===== src/rtl/core/psfc_pkg.sv =====
`default_nettype none

package psfc_pkg;

	// Width of one received byte and of the assembled data word.
	localparam int unsigned BYTE_W = 8;
	localparam int unsigned WORD_W = 16;

	// Output field widths.
	localparam int unsigned ANGLE_W = 14;
	localparam int unsigned OUT_COUNT_W = 16;
	localparam int unsigned STATUS_W = 2;

	// Default width of the internal saturating tallies.
	localparam int unsigned COUNT_WIDTH_DEF = 16;

	// Byte positions inside the ten-byte reply frame.
	localparam int unsigned POS_W = 4;
	localparam logic [POS_W-1:0] POS_DATA_HIGH = 4'd2;
	localparam logic [POS_W-1:0] POS_DATA_LOW = 4'd3;
	localparam logic [POS_W-1:0] POS_INV_HIGH = 4'd4;
	localparam logic [POS_W-1:0] POS_INV_LOW = 4'd5;
	localparam logic [POS_W-1:0] POS_LAST = 4'd9;
	localparam logic [POS_W-1:0] POS_IDLE = 4'd10;

	// Value of every fill byte.
	localparam logic [BYTE_W-1:0] FILL_BYTE = 8'hFF;

	// Result kinds.
	typedef enum logic [STATUS_W-1:0] {
		STATUS_ANGLE = 2'd0,
		STATUS_SENSOR_ERR = 2'd1,
		STATUS_FRAME_BAD = 2'd2
	} status_t;

	// Summary of a frame that closes with the byte now in the input stage.
	typedef struct packed {
		logic done;
		logic good;
		logic [WORD_W-1:0] word;
	} frame_end_t;

endpackage

`default_nettype wire


===== src/rtl/core/psfc_result_reg.sv =====
`default_nettype none

module psfc_result_reg #(
	parameter int unsigned COUNT_WIDTH = psfc_pkg::COUNT_WIDTH_DEF
) (
	input wire logic clk,
	input wire logic arst_n,
	input wire psfc_pkg::frame_end_t frame_end,
	output logic advance,
	output logic out_valid,
	input wire logic out_ready,
	output psfc_pkg::status_t out_status,
	output logic [psfc_pkg::ANGLE_W-1:0] out_angle,
	output logic [psfc_pkg::WORD_W-1:0] out_error_word,
	output logic [psfc_pkg::OUT_COUNT_W-1:0] out_data_err_cnt,
	output logic [psfc_pkg::OUT_COUNT_W-1:0] out_frame_err_cnt
);

	localparam logic [COUNT_WIDTH-1:0] COUNT_TOP = {COUNT_WIDTH{1'b1}};

	logic valid_q;
	psfc_pkg::status_t status_q;
	logic [psfc_pkg::ANGLE_W-1:0] angle_q;
	logic [psfc_pkg::WORD_W-1:0] error_q;
	logic [COUNT_WIDTH-1:0] data_err_q;
	logic [COUNT_WIDTH-1:0] frame_err_q;
	logic load;

	// The result register is free when empty or being read this cycle.
	assign advance = !valid_q || out_ready;
	assign load = frame_end.done && advance;

	// Result register and held values.
	always_ff @(posedge clk or negedge arst_n) begin
		if (!arst_n) begin
			valid_q <= 1'b0;
			status_q <= psfc_pkg::STATUS_ANGLE;
			angle_q <= '0;
			error_q <= '0;
			data_err_q <= '0;
			frame_err_q <= '0;
		end else begin
			if (load) begin
				valid_q <= 1'b1;
			end else if (out_ready) begin
				valid_q <= 1'b0;
			end
			if (load) begin
				priority if (!frame_end.good) begin
					status_q <= psfc_pkg::STATUS_FRAME_BAD;
					if (frame_err_q != COUNT_TOP) frame_err_q <= frame_err_q + 1'b1;
				end else if (frame_end.word[0]) begin
					status_q <= psfc_pkg::STATUS_ANGLE;
					angle_q <= frame_end.word[psfc_pkg::WORD_W-1:2];
				end else begin
					status_q <= psfc_pkg::STATUS_SENSOR_ERR;
					error_q <= frame_end.word;
					if (data_err_q != COUNT_TOP) data_err_q <= data_err_q + 1'b1;
				end
			end
		end
	end

	assign out_valid = valid_q;
	assign out_status = status_q;
	assign out_angle = angle_q;
	assign out_error_word = error_q;

	// Tallies are shown as their low bits, zero-extended when narrower.
	generate
		if (COUNT_WIDTH >= psfc_pkg::OUT_COUNT_W) begin : g_cnt_trunc
			assign out_data_err_cnt = data_err_q[psfc_pkg::OUT_COUNT_W-1:0];
			assign out_frame_err_cnt = frame_err_q[psfc_pkg::OUT_COUNT_W-1:0];
		end else begin : g_cnt_ext
			assign out_data_err_cnt = {{(psfc_pkg::OUT_COUNT_W-COUNT_WIDTH){1'b0}}, data_err_q};
			assign out_frame_err_cnt = {{(psfc_pkg::OUT_COUNT_W-COUNT_WIDTH){1'b0}},
				frame_err_q};
		end
	endgenerate

	// The bad-frame tally never goes down.
	a_frame_cnt_mono: assert property (@(posedge clk) disable iff (!arst_n)
		1'b1 |=> (frame_err_q >= $past(frame_err_q)))
		else $error("frame error tally decreased");

	// A good frame with an angle word reports an angle update.
	a_angle_status: assert property (@(posedge clk) disable iff (!arst_n)
		(load && frame_end.good && frame_end.word[0]) |=>
		(status_q == psfc_pkg::STATUS_ANGLE && valid_q))
		else $error("angle frame not reported");

	// A bad frame leaves the held angle and error word untouched.
	a_bad_holds: assert property (@(posedge clk) disable iff (!arst_n)
		(load && !frame_end.good) |=> ($stable(angle_q) && $stable(error_q)))
		else $error("bad frame changed held values");

endmodule

`default_nettype wire


===== config.mk =====
export PLATFORM = sky130hd
export DESIGN_NAME = psfc_result_reg
export DESIGN_NICKNAME = d
export VERILOG_FILES = /design/src/rtl/core/psfc_pkg.sv /design/src/rtl/core/psfc_result_reg.sv
export SDC_FILE = /design/constraint.sdc
export NUM_CORES = 1
export LEC_CHECK = 0
export BUFFER_PORTS_ARGS = -buffer_cell sky130_fd_sc_hd__clkbuf_2
export CORE_MARGIN = 5
export CORE_UTILIZATION = 50
export CTS_BUF_LIST = sky130_fd_sc_hd__clkbuf_8
export DETAILED_ROUTE_END_ITERATION = 8
export GPL_TIMING_DRIVEN = 0
export PLACE_DENSITY = 0.77
export SYNTH_ARGS = -nofsm -noshare
export SYNTH_HDL_FRONTEND = slang
export SYNTH_SLANG_ARGS = --single-unit
export TNS_END_PERCENT = 20

===== constraint.sdc =====
create_clock -name clk -period 3.7 [get_ports clk]
set_clock_uncertainty 0.15 [all_clocks]
set_input_delay 0.185 -clock clk [delete_from_list [all_inputs] [get_ports clk]]
set_output_delay 0.185 -clock clk [all_outputs]
set_load 0.03 [all_outputs]

==> impl_metrics.env <==
export IMPL_status="finished, final reports clean"
export IMPL_crit_path_start="out_valid$_DFFE_PN0P_"
export IMPL_worst_slack_ns=1.63
export IMPL_postCtsSetupBuffers=0
export IMPL_io_pins=87
export IMPL_root_buffer="clkbuf_8"
export IMPL_timing_fmax_mhz=482
export IMPL_place_gp_congestion=0.821
export IMPL_slew_headroom_pct=43.4
export IMPL_setup_tns_ns=0
export IMPL_layout_nets=390
export IMPL_rsz0062_at_grt="false"
export IMPL_max_slew_worst_pin_slew_ns=0.849
export IMPL_cts_sinks=64
export IMPL_p_leak_nw=1.93
export IMPL_grt_pass1_wl_mm=11.3
export IMPL_synth_edf_count=0
export IMPL_h_tree_depth=3
export IMPL_io_buffers=84
export IMPL_yosys_warnings=0
export IMPL_ctsResizeCount=0
export IMPL_holdCritPathClass="primary input to register"
export IMPL_fill_cells=438
export IMPL_async_flop_share_pct=100
export IMPL_power_density_nw_per_um2=595
export IMPL_grt_pass1_vias=2360
export IMPL_cp_arrival_ns=2.14
export IMPL_wl_mm=6.70
export IMPL_antenna_cells=0
export IMPL_ys_types=40
export IMPL_top_usage_layer="met2"
export IMPL_place_hpwl_mm=4.57
export IMPL_netlist_area_um2=2850
export IMPL_ff2ff_path_depth=5
export IMPL_core_um2=5540
export IMPL_drv_slew=0
export IMPL_die_area_um2=7310
export IMPL_grt_use_met1_pct=24.4
export IMPL_clk_latency_ns=0.33
export IMPL_met3_usage_pct=5.09
export IMPL_crit_type="register to register"
export IMPL_multi_input_area_um2=1200
export IMPL_cts_tree="built"
export IMPL_ys_flop_type="dfrtp_1"
export IMPL_r2r_end="out_angle[7]$_DFFE_PN0P_"
export IMPL_reg2reg_from="out_valid$_DFFE_PN0P_"
export IMPL_postLayoutCoreUtil_pct=67.7
export IMPL_syn_to_final_growth_pct=31.5
export IMPL_clk_path_buf_depth=2
export IMPL_die_h_um=85.5
export IMPL_finalSetupViolCount=0
export IMPL_dpl_worst_slack_ns=1.61
export IMPL_ff2ff_setup_slack_ns=1.63
export IMPL_synth_seq_area_share_pct=56.2
export IMPL_cts_inserted_buffers=9
export IMPL_synthesis_nets=278
export IMPL_ff_latch_area_um2=1600
export IMPL_cp_max_fo=10
export IMPL_grt_overflow_total=0
export IMPL_wire_per_inst_um=15.1
export IMPL_fin_crit_ns=2.07
export IMPL_cap_violations=0
export IMPL_initial_core_util_pct=51.5
export IMPL_cp_end_kind="register"
export IMPL_grt_met2_usage_pct=31.6
export IMPL_postSynthAreaPerCell_um2=11.2
export IMPL_hold_viol=0
export IMPL_postRouteAntennaNets=0
export IMPL_start_kind="register"
export IMPL_track_usage_pct=19.6
export IMPL_drive_gt1_share_pct=36.3
export IMPL_synth_cells=255
export IMPL_grt_max_degree=65
export IMPL_holdWs_ns=0.107
export IMPL_die_w_um=85.5
export IMPL_synth_seq_cells=64
export IMPL_power_mw=2.23
export IMPL_rows=27
export IMPL_required_ns=3.77
export IMPL_endpoint="out_angle[7]$_DFFE_PN0P_"
export IMPL_clkTransAtPathRegs_ns=0.07
export IMPL_ir_worst_vdd_uv=368
export IMPL_period_share_pct=56.1
export IMPL_vias=2329
export IMPL_initialDrtViolationCount=46
export IMPL_vias_per_cell=5.25
export IMPL_drc=0
export IMPL_antenna_found_initial=0
export IMPL_drt_pass1_iterations=4
==> logic make-up (layout without fill, tap and decap cells) <==
group,Yosys count,in the layout,share of synthesized area (%)
compound gates,6,6,1.45
flops,64,64,56.2
other cells,1,1,0.132
fa+ha+maj,2,2,0.877
buf+inv,10,127,1.75
xor+xnor,24,24,7.37
simple gates,128,128,24.2
mux,20,20,8.03
==> where the power goes <==
group	switching, mW	internal (mW)	total (mW)
Sequential	0.112	0.823	0.934
Combinational	0.434	0.209	0.643
Clock	0.262	0.390	0.651
==> area by class of cell <==
type / instances / share of cell area [%]
buffer: 8 / 1.13
clock buffer: 10 / 3.67
inverter: 2 / 0.200
timing repair buffer: 101 / 15.8
multi-input combinational: 181 / 32.0
sequential: 64 / 42.7
clock inverter: 6 / 2.04
tap: 72 / 2.40
==> worst min path at each step <==
stage | from | end | slack, ns | cells past startpoint
floorplan | arst_n | out_angle[0]$_DFFE_PN0P_ | -0.26 | 0
global placement | frame_end[1] | out_error_word[1]$_DFFE_PN0P_ | 0.23 | 3
detailed placement | arst_n | out_frame_err_cnt[9]$_DFFE_PN0P_ | 0.22 | 1
CTS | frame_end[0] | out_data_err_cnt[2]$_DFFE_PN0P_ | 0.09 | 4
global route | frame_end[0] | out_data_err_cnt[2]$_DFFE_PN0P_ | 0.10 | 4
finish | frame_end[0] | out_data_err_cnt[2]$_DFFE_PN0P_ | 0.11 | 4
==> through the flow <==
stage          area [um2]  std cells
6_report             3750        444
5_1_grt              3750        444
4_1_cts              3750        444
3_5_place_dp         3360        411
3_3_place_gp         3360        411
2_1_floorplan        2850        255
==> sequential cells by signal, summed over array words and instances (netlist names) <==
register and count:
out_status 2, out_valid 1, out_frame_err_cnt 16, out_error_word 15
out_data_err_cnt 16, out_angle 14
==> per-layer routing <==
| metal | share of wire (%) | up-vias |
|---|---|---|
| li1 | - | 1114 |
| met1 | 43 | 1142 |
| met2 | 50 | 61 |
| met3 | 5.6 | 12 |
| met4 | 1.9 | 0 |
| met5 | 0 | - |
==> synth_stat cells, drive strengths merged, types with 2 or more instances <==
| master | instances | share of area (%) |
|---|---|---|
| nor4 | 9 | 2.5 |
| nand2b | 2 | 0.44 |
| nor4b | 2 | 0.61 |
| and2 | 2 | 0.53 |
| o21ai | 3 | 0.53 |
| buf | 6 | 1.2 |
| mux2 | 20 | 8.0 |
| nor3 | 6 | 1.2 |
| nor2 | 5 | 0.66 |
| or2 | 2 | 0.44 |
| nand2 | 56 | 7.4 |
| nand3 | 13 | 2.9 |
| or3 | 2 | 0.48 |
| nand4 | 18 | 4.2 |
| xor2 | 14 | 4.3 |
| and3 | 6 | 1.4 |
| xnor2 | 10 | 3.1 |
| ha | 2 | 0.88 |
| and4 | 2 | 0.61 |
| clkbuf | 2 | 0.26 |
| dfrtp | 64 | 56 |
==> worst max-delay path: stages, from the launching register on <==
cell	delay (ns)
dfrtp_1	0.36
and2b_1	0.22
clkinv_1	0.24
nand4_1	0.31
buf_2	0.32
mux2_2	0.37
==> timing repair <==
item | in CTS | in global routing
hold buffers | 17 | 0
endpoints found under the hold margin | 94 | 0
setup endpoints to repair | 0 | 0
==> cells in the final DEF, fill, tap and decap left out, types with 2 or more instances in the layout <==
master	instances
nand2b_1	2
dlygate4sd3_1	17
clkbuf_8	10
nand2_1	56
or2_2	2
ha_1	2
and4_1	2
nor2_1	5
buf_2	4
nand3_1	11
and3_2	2
xor2_1	14
buf_4	2
nor4b_1	2
nor4_1	8
mux2_2	19
o21ai_0	3
bufinv_16	2
clkbuf_2	83
dfrtp_1	64
nor3_1	5
and3_1	4
inv_1	4
nand4_1	17
xnor2_1	10
clkbuf_1	2
(Power assumes the default switching activity.)
